File: src/sv/btt_pkg.sv
package btt_pkg;

  // payload words
  typedef struct packed {
    logic signed [15:0] sample_in;
    logic               block_end_in;
  } in_word_t;

  typedef struct packed {
    logic signed [15:0] sample_out;
    logic               block_end_out;
  } out_word_t;

  // configuration
  typedef enum logic [1:0] {
    REG_INPUT_GAIN   = 2'd0,
    REG_VOLUME       = 2'd1,
    REG_BASS_LEVEL   = 2'd2,
    REG_TREBLE_LEVEL = 2'd3
  } cfg_idx_t;

  localparam int CFG_DATA_W = 8;

  typedef struct packed {
    logic [7:0] input_gain_percent;
    logic [6:0] volume_percent;
    logic [6:0] bass_level;
    logic [6:0] treble_level;
  } cfg_t;

  // datapath widths
  localparam int SAMPLE_W = 16;
  localparam int ACC_W    = 20;  // band accumulators and band outputs
  localparam int S_W      = 18;  // scaled input sample
  localparam int OPND_W   = 21;  // signed operand into the shared unit
  localparam int COEF_W   = 8;   // small unsigned coefficient
  localparam int MUL_A_W  = 29;  // |operand| * coefficient
  localparam int MUL_B_W  = 27;
  localparam int PROD_W   = MUL_A_W + MUL_B_W;
  localparam int RES_W    = 24;  // signed quotient

  // x / 100 == (x * RECIP) >> SHIFT, exact for x < 2^30
  localparam logic [MUL_B_W-1:0] DIV100_RECIP = 27'd85899346;
  localparam int                 DIV100_SHIFT = 33;
  localparam int                 QUOT_W       = PROD_W - DIV100_SHIFT;

  localparam logic [COEF_W-1:0] COEF_TENTH     = 8'd10;  // v/10 as v*10/100
  localparam logic [COEF_W-1:0] COEF_TWENTIETH = 8'd5;   // v/20 as v*5/100
  localparam logic [COEF_W-1:0] LEVEL_BASE     = 8'd50;

  localparam logic signed [RES_W-1:0] SAT_MAX = 24'sd32767;
  localparam logic signed [RES_W-1:0] SAT_MIN = -24'sd32768;

  // operation sequence, each is v * c / 100
  typedef enum logic [2:0] {
    OP_GAIN   = 3'd0,
    OP_BASS   = 3'd1,
    OP_BC     = 3'd2,
    OP_TREBLE = 3'd3,
    OP_TC     = 3'd4,
    OP_VOLUME = 3'd5
  } op_t;

  typedef enum logic [1:0] {
    ST_IDLE,
    ST_MUL,
    ST_DIV,
    ST_FIN
  } state_t;

  typedef struct packed {
    logic en;        // unit updates its product register
    logic div_pass;  // multiply by reciprocal instead of coefficient
  } mul_ctl_t;

endpackage

File: src/sv/btt_cfg_regs.sv
module btt_cfg_regs (
  input  logic                       clk,
  input  logic                       rst_n,
  input  logic                       cfg_valid,
  output logic                       cfg_ready,
  input  btt_pkg::cfg_idx_t          cfg_index,
  input  logic [btt_pkg::CFG_DATA_W-1:0] cfg_data,
  output btt_pkg::cfg_t              cfg
);
  import btt_pkg::*;

  cfg_t cfg_r, cfg_nxt;

  assign cfg_ready = 1'b1;
  assign cfg       = cfg_r;

  always_comb begin
    cfg_nxt = cfg_r;
    if (cfg_valid) begin
      unique case (cfg_index)
        REG_INPUT_GAIN:   cfg_nxt.input_gain_percent = cfg_data;
        REG_VOLUME:       cfg_nxt.volume_percent     = cfg_data[6:0];
        REG_BASS_LEVEL:   cfg_nxt.bass_level         = cfg_data[6:0];
        REG_TREBLE_LEVEL: cfg_nxt.treble_level       = cfg_data[6:0];
        default:          cfg_nxt = cfg_r;
      endcase
    end
  end

  always_ff @(posedge clk) begin
    if (!rst_n) begin
      cfg_r.input_gain_percent <= 8'd100;
      cfg_r.volume_percent     <= 7'd100;
      cfg_r.bass_level         <= 7'd50;
      cfg_r.treble_level       <= 7'd50;
    end else begin
      cfg_r <= cfg_nxt;
    end
  end

endmodule

File: config.mk
export PLATFORM = sky130hd
export DESIGN_NAME = btt_cfg_regs
export DESIGN_NICKNAME = d
export VERILOG_FILES = /design/src/sv/btt_pkg.sv /design/src/sv/btt_cfg_regs.sv
export SDC_FILE = /design/constraint.sdc
export NUM_CORES = 1
export LEC_CHECK = 0
export ABC_AREA = 1
export BUFFER_PORTS_ARGS = -buffer_cell sky130_fd_sc_hd__buf_4
export CAP_MARGIN = 0
export CORE_MARGIN = 1.5
export CORE_UTILIZATION = 53
export DETAILED_ROUTE_END_ITERATION = 16
export HOLD_SLACK_MARGIN = 0.15
export PLACE_DENSITY = 0.8
export SYNTH_ARGS = -nofsm -noshare
export SYNTH_HDL_FRONTEND = slang
export SYNTH_SLANG_ARGS = --single-unit
File: constraint.sdc
create_clock -name clk -period 1.6 [get_ports clk]
set_input_delay 0.08 -clock clk [delete_from_list [all_inputs] [get_ports clk]]
set_output_delay 0.08 -clock clk [all_outputs]
set_load 0.05 [all_outputs]
# Word-level counts from Yosys, hierarchy flattened
# Cells that the tools add are included.
[totals] regBits=29 inputBits=13 out_inout_bits=30 elab_cells=12
[op_classes] eq_ne=3 n_reduce_logical=5
[ops] op="$reduce_and 2->1" count=4
[ops] op="$eq 2x2->1 const B" count=2
[ops] op="$eq 2x1->1 const B" count=1
[ops] op="$logic_not 2->1" count=1

# Longest topological paths before layout
# Gate-level depths: netlist of the first run.
[depth] depth_word=2 mapped_depth=7 depth_no_buf=5

# Worst setup path before layout of the first run
# OpenSTA, ideal clock, no wires.
[synth_path] path_kind="register to register" start="register cfg[10] (netlist name)" end="register cfg_r, in the netlist cfg[10]" setup_time_ns=0.064 t_arrival_ns=0.881 required_time_ns=1.536 path_slack_ns=0.655 stages_incl_launch_ff=5 cell_sequence="dfxtp_1 > inv_1 > nand2_2 > nand2_1 > nor2_1"
[synth_rtl] item="end signal: assignment" line_no="btt_cfg_regs.sv:37" text="cfg_r <= cfg_nxt;"
[synth_rtl] item="end: declaration" line_no="btt_cfg_regs.sv:12" text="cfg_t cfg_r, cfg_nxt;"

# Final worst setup path of the first run
[layout_path] start="input cfg_index[1]" end="register cfg_r, in the netlist cfg[18]"
[layout_via] elab_chain_cells=2
[layout_lines] item="start: declaration" line_no="btt_cfg_regs.sv:6" text="input btt_pkg::cfg_idx_t cfg_index,"
[layout_lines] item="$eq 2x1->1" line_no="btt_cfg_regs.sv:20" text="unique case (cfg_index)"
[layout_lines] item="$reduce_and 2->1 (no source line)"
# Every way passes these cells.
# A chain may end at the register's enable or synchronous reset.

==> results of run 1 <==
## logic make-up after synthesis
| kind of cell | count (synthesis) | synth area share |
|---|---|---|
| AND/OR/NAND/NOR | 104 | 0.3825 |
| other | 1 | 0.002852 |
| flip-flops | 29 | 0.4415 |
| AO/OA/AOI/OAI | 5 | 0.01903 |
| buffers and inverters | 32 | 0.1541 |
## where the power goes
group | leakage [nW] | total, mW | switching (mW) | internal (mW)
logic | 0.661 | 0.410 | 0.269 | 0.141
clock network | 0.0552 | 0.747 | 0.263 | 0.484
registers | 0.238 | 0.780 | 0.0200 | 0.760
## synthesized netlist by cell type (3+ instances only)
cell / count / area share
nand2_1: 39 / 0.11
dfxtp_1: 29 / 0.44
nor2_1: 29 / 0.083
nand3_1: 20 / 0.076
inv_1: 17 / 0.049
nand4_1: 9 / 0.043
buf_6: 6 / 0.051
a21oi_1: 5 / 0.019
buf_4: 5 / 0.029
nand2_2: 3 / 0.014
nand3_4: 3 / 0.040
## worst min-delay path, cell delays in order
cell     delay, ns
buf_4         0.21
nand4_1       0.12
nand3_1       0.06
## routing by layer
layer / part of all wire / GRT usage
met4: 0.018 / 0.1410
met1: 0.41 / 0.3030
met5: 0 / 0
met2: 0.51 / 0.4229
met3: 0.058 / 0.09143
## worst max path at each step
| stage | to | slack (ns) | depth (start not counted) |
|---|---|---|---|
| detailed placement | cfg[26] | 0.73 | 5 |
| global placement | cfg[26] | 0.78 | 5 |
| CTS | cfg[9] | 0.07 | 7 |
| global route | cfg[13] | -0.004 | 8 |
| finish | cfg[18] | 0.02 | 8 |
| floorplan | cfg[10] | 0.66 | 4 |
## final cells by class
type	count	area [um^2]	area share
tap	28	35.03	0.01892
timing repair buffer	63	520.5	0.2811
clock buffer	5	37.54	0.02027
multi-input combinational	110	534.3	0.2885
sequential	29	580.6	0.3135
clock inverter	3	65.06	0.03514
inverter	19	78.83	0.04257
## stage by stage
| stage | hold WS, ns | setup TNS, ns |
|---|---|---|
| after global routing | 0.1868 | -0.004027 |
| after global placement | 0.3471 | 0 |
| after floorplan | 0.2149 | 0 |
| after detailed placement | 0.3535 | 0 |
| after CTS | 0.1764 | 0 |
| final | 0.1817 | 0 |
## what timing repair did
action	CTS	global route
hold endpoints to repair	29	0
gates resized for setup	0	3
buffers inserted	0	6
setup endpoints to repair	0	4
hold buffers	17	0
==> impl_results.md, run 1 <==
* Worst EP required at 1.86 ns
* Most common cell after layout, fill and taps aside: buf_4
* Most frequent cells in the layout: buf_4 (45), nand2_1 (39), dfxtp_1 (29), nor2_1 (28), nand3_1 (20)
* Layout Utilization at 0.8136
* Final wirelength at 3349 um
* HP Start: cfg_valid
* GP Congestion at between 0.7 and 0.8
* H-tree depth at 2
* CTS Buf Count at 5
* Sequential fraction of the synthesis area at 0.4415
* First-pass GRT wire length at approximately 5100 um
* Worst path bufs/invs at 4
* Library cells used by synthesis at 17
* Grt total ovfl at 0
* Period Utilization, post-route at 0.9857
* Crit path max-delay cell type: dlygate4sd3_1
* Placed Instances at 227
* Die W at 52.81 um
* 1st-iter DRT viols at 23
* Core Rows at 17
* Drc violations at 0
* Critical path, cell by cell: dlygate4sd3_1 -> buf_6 -> inv_6 -> nand3_4 -> nand2_1 -> nand2_1 -> nor2_1 -> dlygate4sd3_1
* Filler Cells Inserted at ~150
* Crit-path max FO at 10
* Reg-to-Reg Start: cfg[14]
* Worst vdd ir at just under 0.001 V
* PortBufs at 41
* Critical Path Max Stage Delay at between 0.5 and 0.6 ns
* Non-filler cells, final at 257
* EDFF count, synth at 0
* Area grow syn2layout at 40.82%
* R2r endpoint: cfg[14]
* HP Class: input port to register
* Max cap viols at 0
* Outcome: finished clean
* Total power draw at between 1.5 and 2 mW
* Peak Freq at between 0.6 and 0.7 GHz
* Total vias in the final route at between 1000 and 1500
* Clock transition at path regs at roughly 0.10 ns
* P_leak at 0.9541 nW
* Final Hold Fails at 0
* Area of the mapped netlist at approximately 0.0013 mm^2
* Power per Cell Area at around 1000 mW/mm^2
* Setup ws final at 0.02293 ns
* DP HPWL at about 1900 um
* Detail Route Antenna Nets at 0
* Die area at about 0.0028 mm^2
* Clock root buffer: clkbuf_4
* CTS sink count at 29
* Number of synthesized register bits at 29
* CTS tree: done
* Area of the core at approximately 0.0023 mm^2
* Endpoints failing setup at 0
* Syn avg cell area at between 7 and 8 um^2
* Initial antenna violation count at 0
* CP startpoint: cfg_index[1]
* Largest net degree at the start of global routing at 30
* Global-route usage over all layers at 0.2627
* R2r setup slk at about 0.35 ns
* Asr flop ratio synth at 0
* Routed length per placed instance at 13.03 um
* TritonRoute pass-1 iters at 4
* Via/cell ratio at roughly 5.1
* Worst path top cell family by delay: buffers and inverters
* Clk buf depth at 2
* Number of top-level pins at 43
* Post-Place Cell Area at 0.001534 mm^2
* Final instance area at ~0.0019 mm^2
* Sink of the worst hold path: cfg[20]
* WS Path Type: input port to register
* Clock Latency Late Sink at approximately 0.32 ns
* CP endpoint kind: register
* Tmin final at between 1.5 and 2 ns
* Hold path depth at 3
* Post-synthesis cell count at between 150 and 200
* Max FFs per register at 29
* Vias in the first global route at roughly 1200
* Startpoint types: input port
* YS warnings at 0
* Post-layout net count at between 200 and 250
* Diode count at 0
* Final Skew at 0 ns
* WP data arrival at 1.84 ns
* Die H at roughly 53 um
* Layout cells sized above 1 at 0.2838
* Setup Slack @ Placement at 0.7332 ns
* Mapped Nets at 184
* Slew Limit Fails at 0
* Initial Util at 0.5778
* Post-synth top flop: dfxtp_1
* Worst-case reg-to-reg path depth at 5
Note: power is estimated with default switching activity, not from simulation.
==> run 2, diff against run 1 <==
--- a/config.mk
+++ b/config.mk
@@ -9,10 +9,10 @@
 export BUFFER_PORTS_ARGS = -buffer_cell sky130_fd_sc_hd__buf_4
 export CAP_MARGIN = 0
 export CORE_MARGIN = 1.5
-export CORE_UTILIZATION = 53
+export CORE_UTILIZATION = 28
 export DETAILED_ROUTE_END_ITERATION = 16
 export HOLD_SLACK_MARGIN = 0.15
-export PLACE_DENSITY = 0.8
+export PLACE_DENSITY = 0.46
 export SYNTH_ARGS = -nofsm -noshare
 export SYNTH_HDL_FRONTEND = slang
 export SYNTH_SLANG_ARGS = --single-unit
==> impl_results.md, run 2 (synthesis gave the netlist of run 1 again) <==
* Outcome: finished clean
* 1st-iter DRT viols at 49
* Via/cell ratio at between 4 and 5
* Post-CTS resize count at 0
* DR WL met2 at around 1400 um
* CTS sink count at 29
* Metal-1 WL at 1474 um
* CTS tree: done
* Global-route usage over all layers at 0.1302
* GP Congestion at 0.7241
* RSZ-0062 raised after global routing: false
* Final Hold Fails at 0
* Tmin final at between 0.9 and 1 ns
* Critical path, cell by cell: buf_4
* DR WL met3 at ~150 um
* Slew Limit Fails at 0
* Clock root buffer: clkbuf_8
* Clock Latency Late Sink at roughly 0.28 ns
* TritonRoute pass-1 iters at 6
* Initial Util at 0.2959
* Clock transition at path regs at approximately 0.06 ns
* Worst path bufs/invs at 1
* CTS Buf Count at 5
* WP data arrival at 0.82 ns
* WS Path Type: register to primary output
* Max FFs per register at 29
* First-pass GRT wire length at around 5000 um
* Diode count at 0
* Max layer used: met4
* Final Skew at 0 ns
* Crit-path max FO at 2
* Post-layout net count at between 200 and 250
* Worst EP required at about 1.5 ns
* Power per Cell Area at 995.0 mW/mm^2
* HP Class: input port to register
* Area grow syn2layout at 31.87%
* Largest net degree at the start of global routing at 30
* CP endpoint kind: primary output
* Critical Path Max Stage Delay at between 0.3 and 0.4 ns
* Startpoint types: register
* Core Rows at 24
* Cts hold-fix bufs at 9
* Final wirelength at 3084 um
* Most frequent cells in the layout: buf_4 (41), nand2_1 (39), nor2_1 (29), dfxtp_1 (29), nand3_1 (20)
* PortBufs at 41
* Die area at slightly above 0.005 mm^2
* P_leak at just under 0.9 nW
* Number of top-level pins at 43
* Detail Route Antenna Nets at 0
* Vias in the first global route at between 1000 and 1500
* Filler Cells Inserted at between 400 and 500
* Most common cell after layout, fill and taps aside: buf_4
* Initial antenna violation count at 0
* Area of the multi-input gates at around 530 um^2
* Worst vdd ir at between 0.0003 and 0.0004 V
* Setup TNS at 0 ns
* Die H at slightly above 70 um
* Endpoints failing setup at 0
* Max cap viols at 0
* Routed length per placed instance at approximately 12 um
* Period Utilization, post-route at 0.5643
* DP HPWL at 2158 um
* Register area at slightly below 600 um^2
* Worst path top cell family by delay: flip-flops
* Post-CTS setup buffers at 0
* Area of the core at 0.004444 mm^2
* Crit path max-delay cell type: dfxtp_1
* Die W at just over 70 um
* Grt total ovfl at 0
* Clk buf depth at 2
* H-tree depth at 2
* Layout Utilization at 0.3902
* Layout cells sized above 1 at 0.2546
* Drc violations at 0
* Total vias in the final route at 1180
* Peak Freq at 1.107 GHz
run 2: cell count changes in the layout (fill, tap and decap cells not counted), sizes merged:
cell,delta
buf,-6
clkbuf,+3
clkinv,-1
bufinv,-2
dlygate4sd3,-7
run 2: tightest hold or removal path, stage by stage:
cell and delay, ns:
buf_4 0.18, nand4_1 0.11, nand3_1 0.06
run 2: final timing paths:
kind	startpoint	end	slack [ns]	depth (start not counted)
worst max-delay path	cfg[2]	cfg[2]	0.70	1
worst min-delay path	cfg_index[1]	cfg[1]	0.21	3
worst max register to register	cfg[0]	cfg[0]	0.96	4
worst min register to register	cfg[11]	cfg[11]	0.46	2
run 2: routing by layer:
metal  vias to the layer above  global-route usage
li1                        622                   -
met1                       530              0.1606
met2                        26              0.1973
met3                         2             0.05907
met4                         0             0.05451
met5                         -                   0
run 2: metrics by stage:
step           cell area (um^2)  total power [mW]  setup WS, ns  cells  hold WS, ns
5_1_grt                    1734             1.821        0.6493    268       0.2074
6_report                   1734             1.725        0.6971    268       0.2052
3_3_place_gp               1564             1.159        0.7166    251       0.3496
4_1_cts                    1734             1.754        0.6818    268       0.1987
3_5_place_dp               1564             1.161        0.7017    251       0.3596
2_1_floorplan              1315             1.070        0.6550    171       0.2149
run 2: where the power goes:
part	switching (mW)	internal, mW	total (mW)
registers	0.0195	0.761	0.780
clock network	0.258	0.308	0.566
logic	0.259	0.121	0.379
run 2: area by class of cell:
type                    count  area share
well taps                  52     0.03752
flip-flops and latches     29      0.3348
repair buffers             50      0.2294
inverters                  19     0.04545
clock buffers               8     0.04618
multi-input cells         110      0.3066
==> run 3, diff against run 2 <==
--- a/config.mk
+++ b/config.mk
@@ -12,7 +12,7 @@
 export CORE_UTILIZATION = 28
 export DETAILED_ROUTE_END_ITERATION = 16
 export HOLD_SLACK_MARGIN = 0.15
-export PLACE_DENSITY = 0.46
+export PLACE_DENSITY = 0.48
 export SYNTH_ARGS = -nofsm -noshare
 export SYNTH_HDL_FRONTEND = slang
 export SYNTH_SLANG_ARGS = --single-unit
==> constraint.sdc (replaced) <==
create_clock -name clk -period 0.8 [get_ports clk]
set_input_delay 0.04 -clock clk [delete_from_list [all_inputs] [get_ports clk]]
set_output_delay 0.04 -clock clk [all_outputs]
set_load 0.05 [all_outputs]
==> impl_results.md, run 3 (synthesis gave the netlist of run 1 again) <==
* Period Utilization, post-route at 1.013
* HP Start: rst_n
* Detail Route Antenna Nets at 0
* Drc violations at 0
* Grt total ovfl at 0
* Final Hold Fails at 0
* Worst path bufs/invs at 1
* Layout Utilization at 0.4505
* Layout cells sized above 1 at 0.4194
* Final wirelength at 3218 um
* Via/cell ratio at between 4 and 5
* Number of top-level pins at 43
* Power per Cell Area at ~1800 mW/mm^2
* CP startpoint: cfg[24]
* Placed Instances at between 200 and 300
* Setup TNS at -0.07251 ns
* CTS sink count at 29
* Crit path max-delay cell type: dfxtp_2
* Worst-case reg-to-reg path depth at 5
* Outcome: finished with violations
* Worst vdd ir at roughly 0.00073 V
* Clock Latency Late Sink at roughly 0.27 ns
* Largest net degree at the start of global routing at 30
* Endpoints failing setup at 11
* DP HPWL at 2212 um
* Clk buf depth at 2
* Crit path depth at 1
* Die area at a little over 0.005 mm^2
* Max cap viols at 0
* H-tree depth at 2
* Initial Util at 0.2959
* CTS Buf Count at 5
* Initial antenna violation count at 0
* Startpoint types: register
* Area of the core at roughly 0.0044 mm^2
* TritonRoute pass-1 iters at 4
* Routed length per placed instance at ~12 um
* Slew Limit Fails at 0
* Total vias in the final route at between 1000 and 1500
* GP Congestion at slightly above 0.7
* P_leak at around 0.98 nW
* Max FFs per register at 29
* Die H at around 72 um
* Worst EP required at between 0.7 and 0.8 ns
* Cts hold-fix bufs at 8
* Final instance area at about 0.0020 mm^2
* Area grow syn2layout at 52.24%
* CTS tree: done
* Peak Freq at between 1 and 1.5 GHz
* Failing checks: negative setup slack
* Most common cell after layout, fill and taps aside: nand2_1
* Crit-path max FO at 2
* PortBufs at 41
* Reg-to-Reg Start: cfg[10]
* RSZ-0062 raised after global routing: true
* Hold path depth at 2
* Worst path top cell family by delay: flip-flops
* WP data arrival at ~0.77 ns
* 1st-iter DRT viols at approximately 100
* Tmin final at between 0.8 and 0.9 ns
* Total power draw at between 3 and 4 mW
* Diode count at 0
* First-pass GRT wire length at around 5400 um
* Critical path, cell by cell: buf_8
* Clock root buffer: clkbuf_8
* Post-Place Cell Area at approximately 0.0016 mm^2
* Non-filler cells, final at between 200 and 300
* WS Path Type: register to primary output
* Post-layout net count at 230
* Die W at slightly above 70 um
* Global-route usage over all layers at 0.1386
* Clock transition at path regs at 0.06 ns
* Core Rows at 24
* Most frequent cells in the layout: nand2_1 (38), dfxtp_2 (29), nor2_1 (28), buf_8 (24), nand3_1 (20)
* Critical Path Max Stage Delay at ~0.35 ns
* CP endpoint kind: primary output
* HP Class: input port to register
* Final Skew at 0 ns
* Setup ws final at -0.01005 ns
* Vias in the first global route at ~1100
[run 3: repair_timing]
| action | CTS | global route |
|---|---|---|
| resized for setup | 47 | 12 |
| hold endpoints to repair | 29 | 15 |
| setup buffers | 2 | 2 |
| endpoints found under the setup margin | 29 | 34 |
| pin swaps | 0 | 1 |
[run 3: layout make-up]
cell class | count | area (um^2)
fill | 439 | 2442
inverter | 19 | 78.83
timing repair buffer | 52 | 618.1
sequential | 29 | 616.8
tap | 52 | 65.06
multi-input combinational | 110 | 536.8
clock buffer | 7 | 86.33
[run 3: metal layers]
layer  vias up  global-route usage  routed length [um]
li1        621                   -                   -
met1       529              0.1749                1469
met2        20              0.2170                1566
met3         7             0.04782                 126
met4         0             0.05660                  55
met5         -                   0                   0
[run 3: final timing paths]
| path | slack (ns) | endpoint |
|---|---|---|
| worst max-delay path | -0.01 | cfg[24] |
| worst min-delay path | 0.12 | cfg[23] |
| worst max register to register | 0.05 | cfg[10] |
| worst min register to register | 0.47 | cfg[19] |
[run 3: per-stage QoR]
step / worst slack (ns) / hold WS (ns)
final: -0.01005 / 0.1221
after global routing: -0.05538 / 0.1208
after CTS: -0.02829 / 0.1115
after detailed placement: -0.03692 / 0.3162
after global placement: 0.01718 / 0.3090
after floorplan: 0.02095 / 0.1748
[run 3: power breakdown]
part / internal [mW] / total [mW] / switching, mW
Combinational: 0.345 / 0.870 / 0.525
Sequential: 1.54 / 1.60 / 0.0640
Clock: 0.680 / 1.18 / 0.503
Total: 2.56 / 3.65 / 1.09
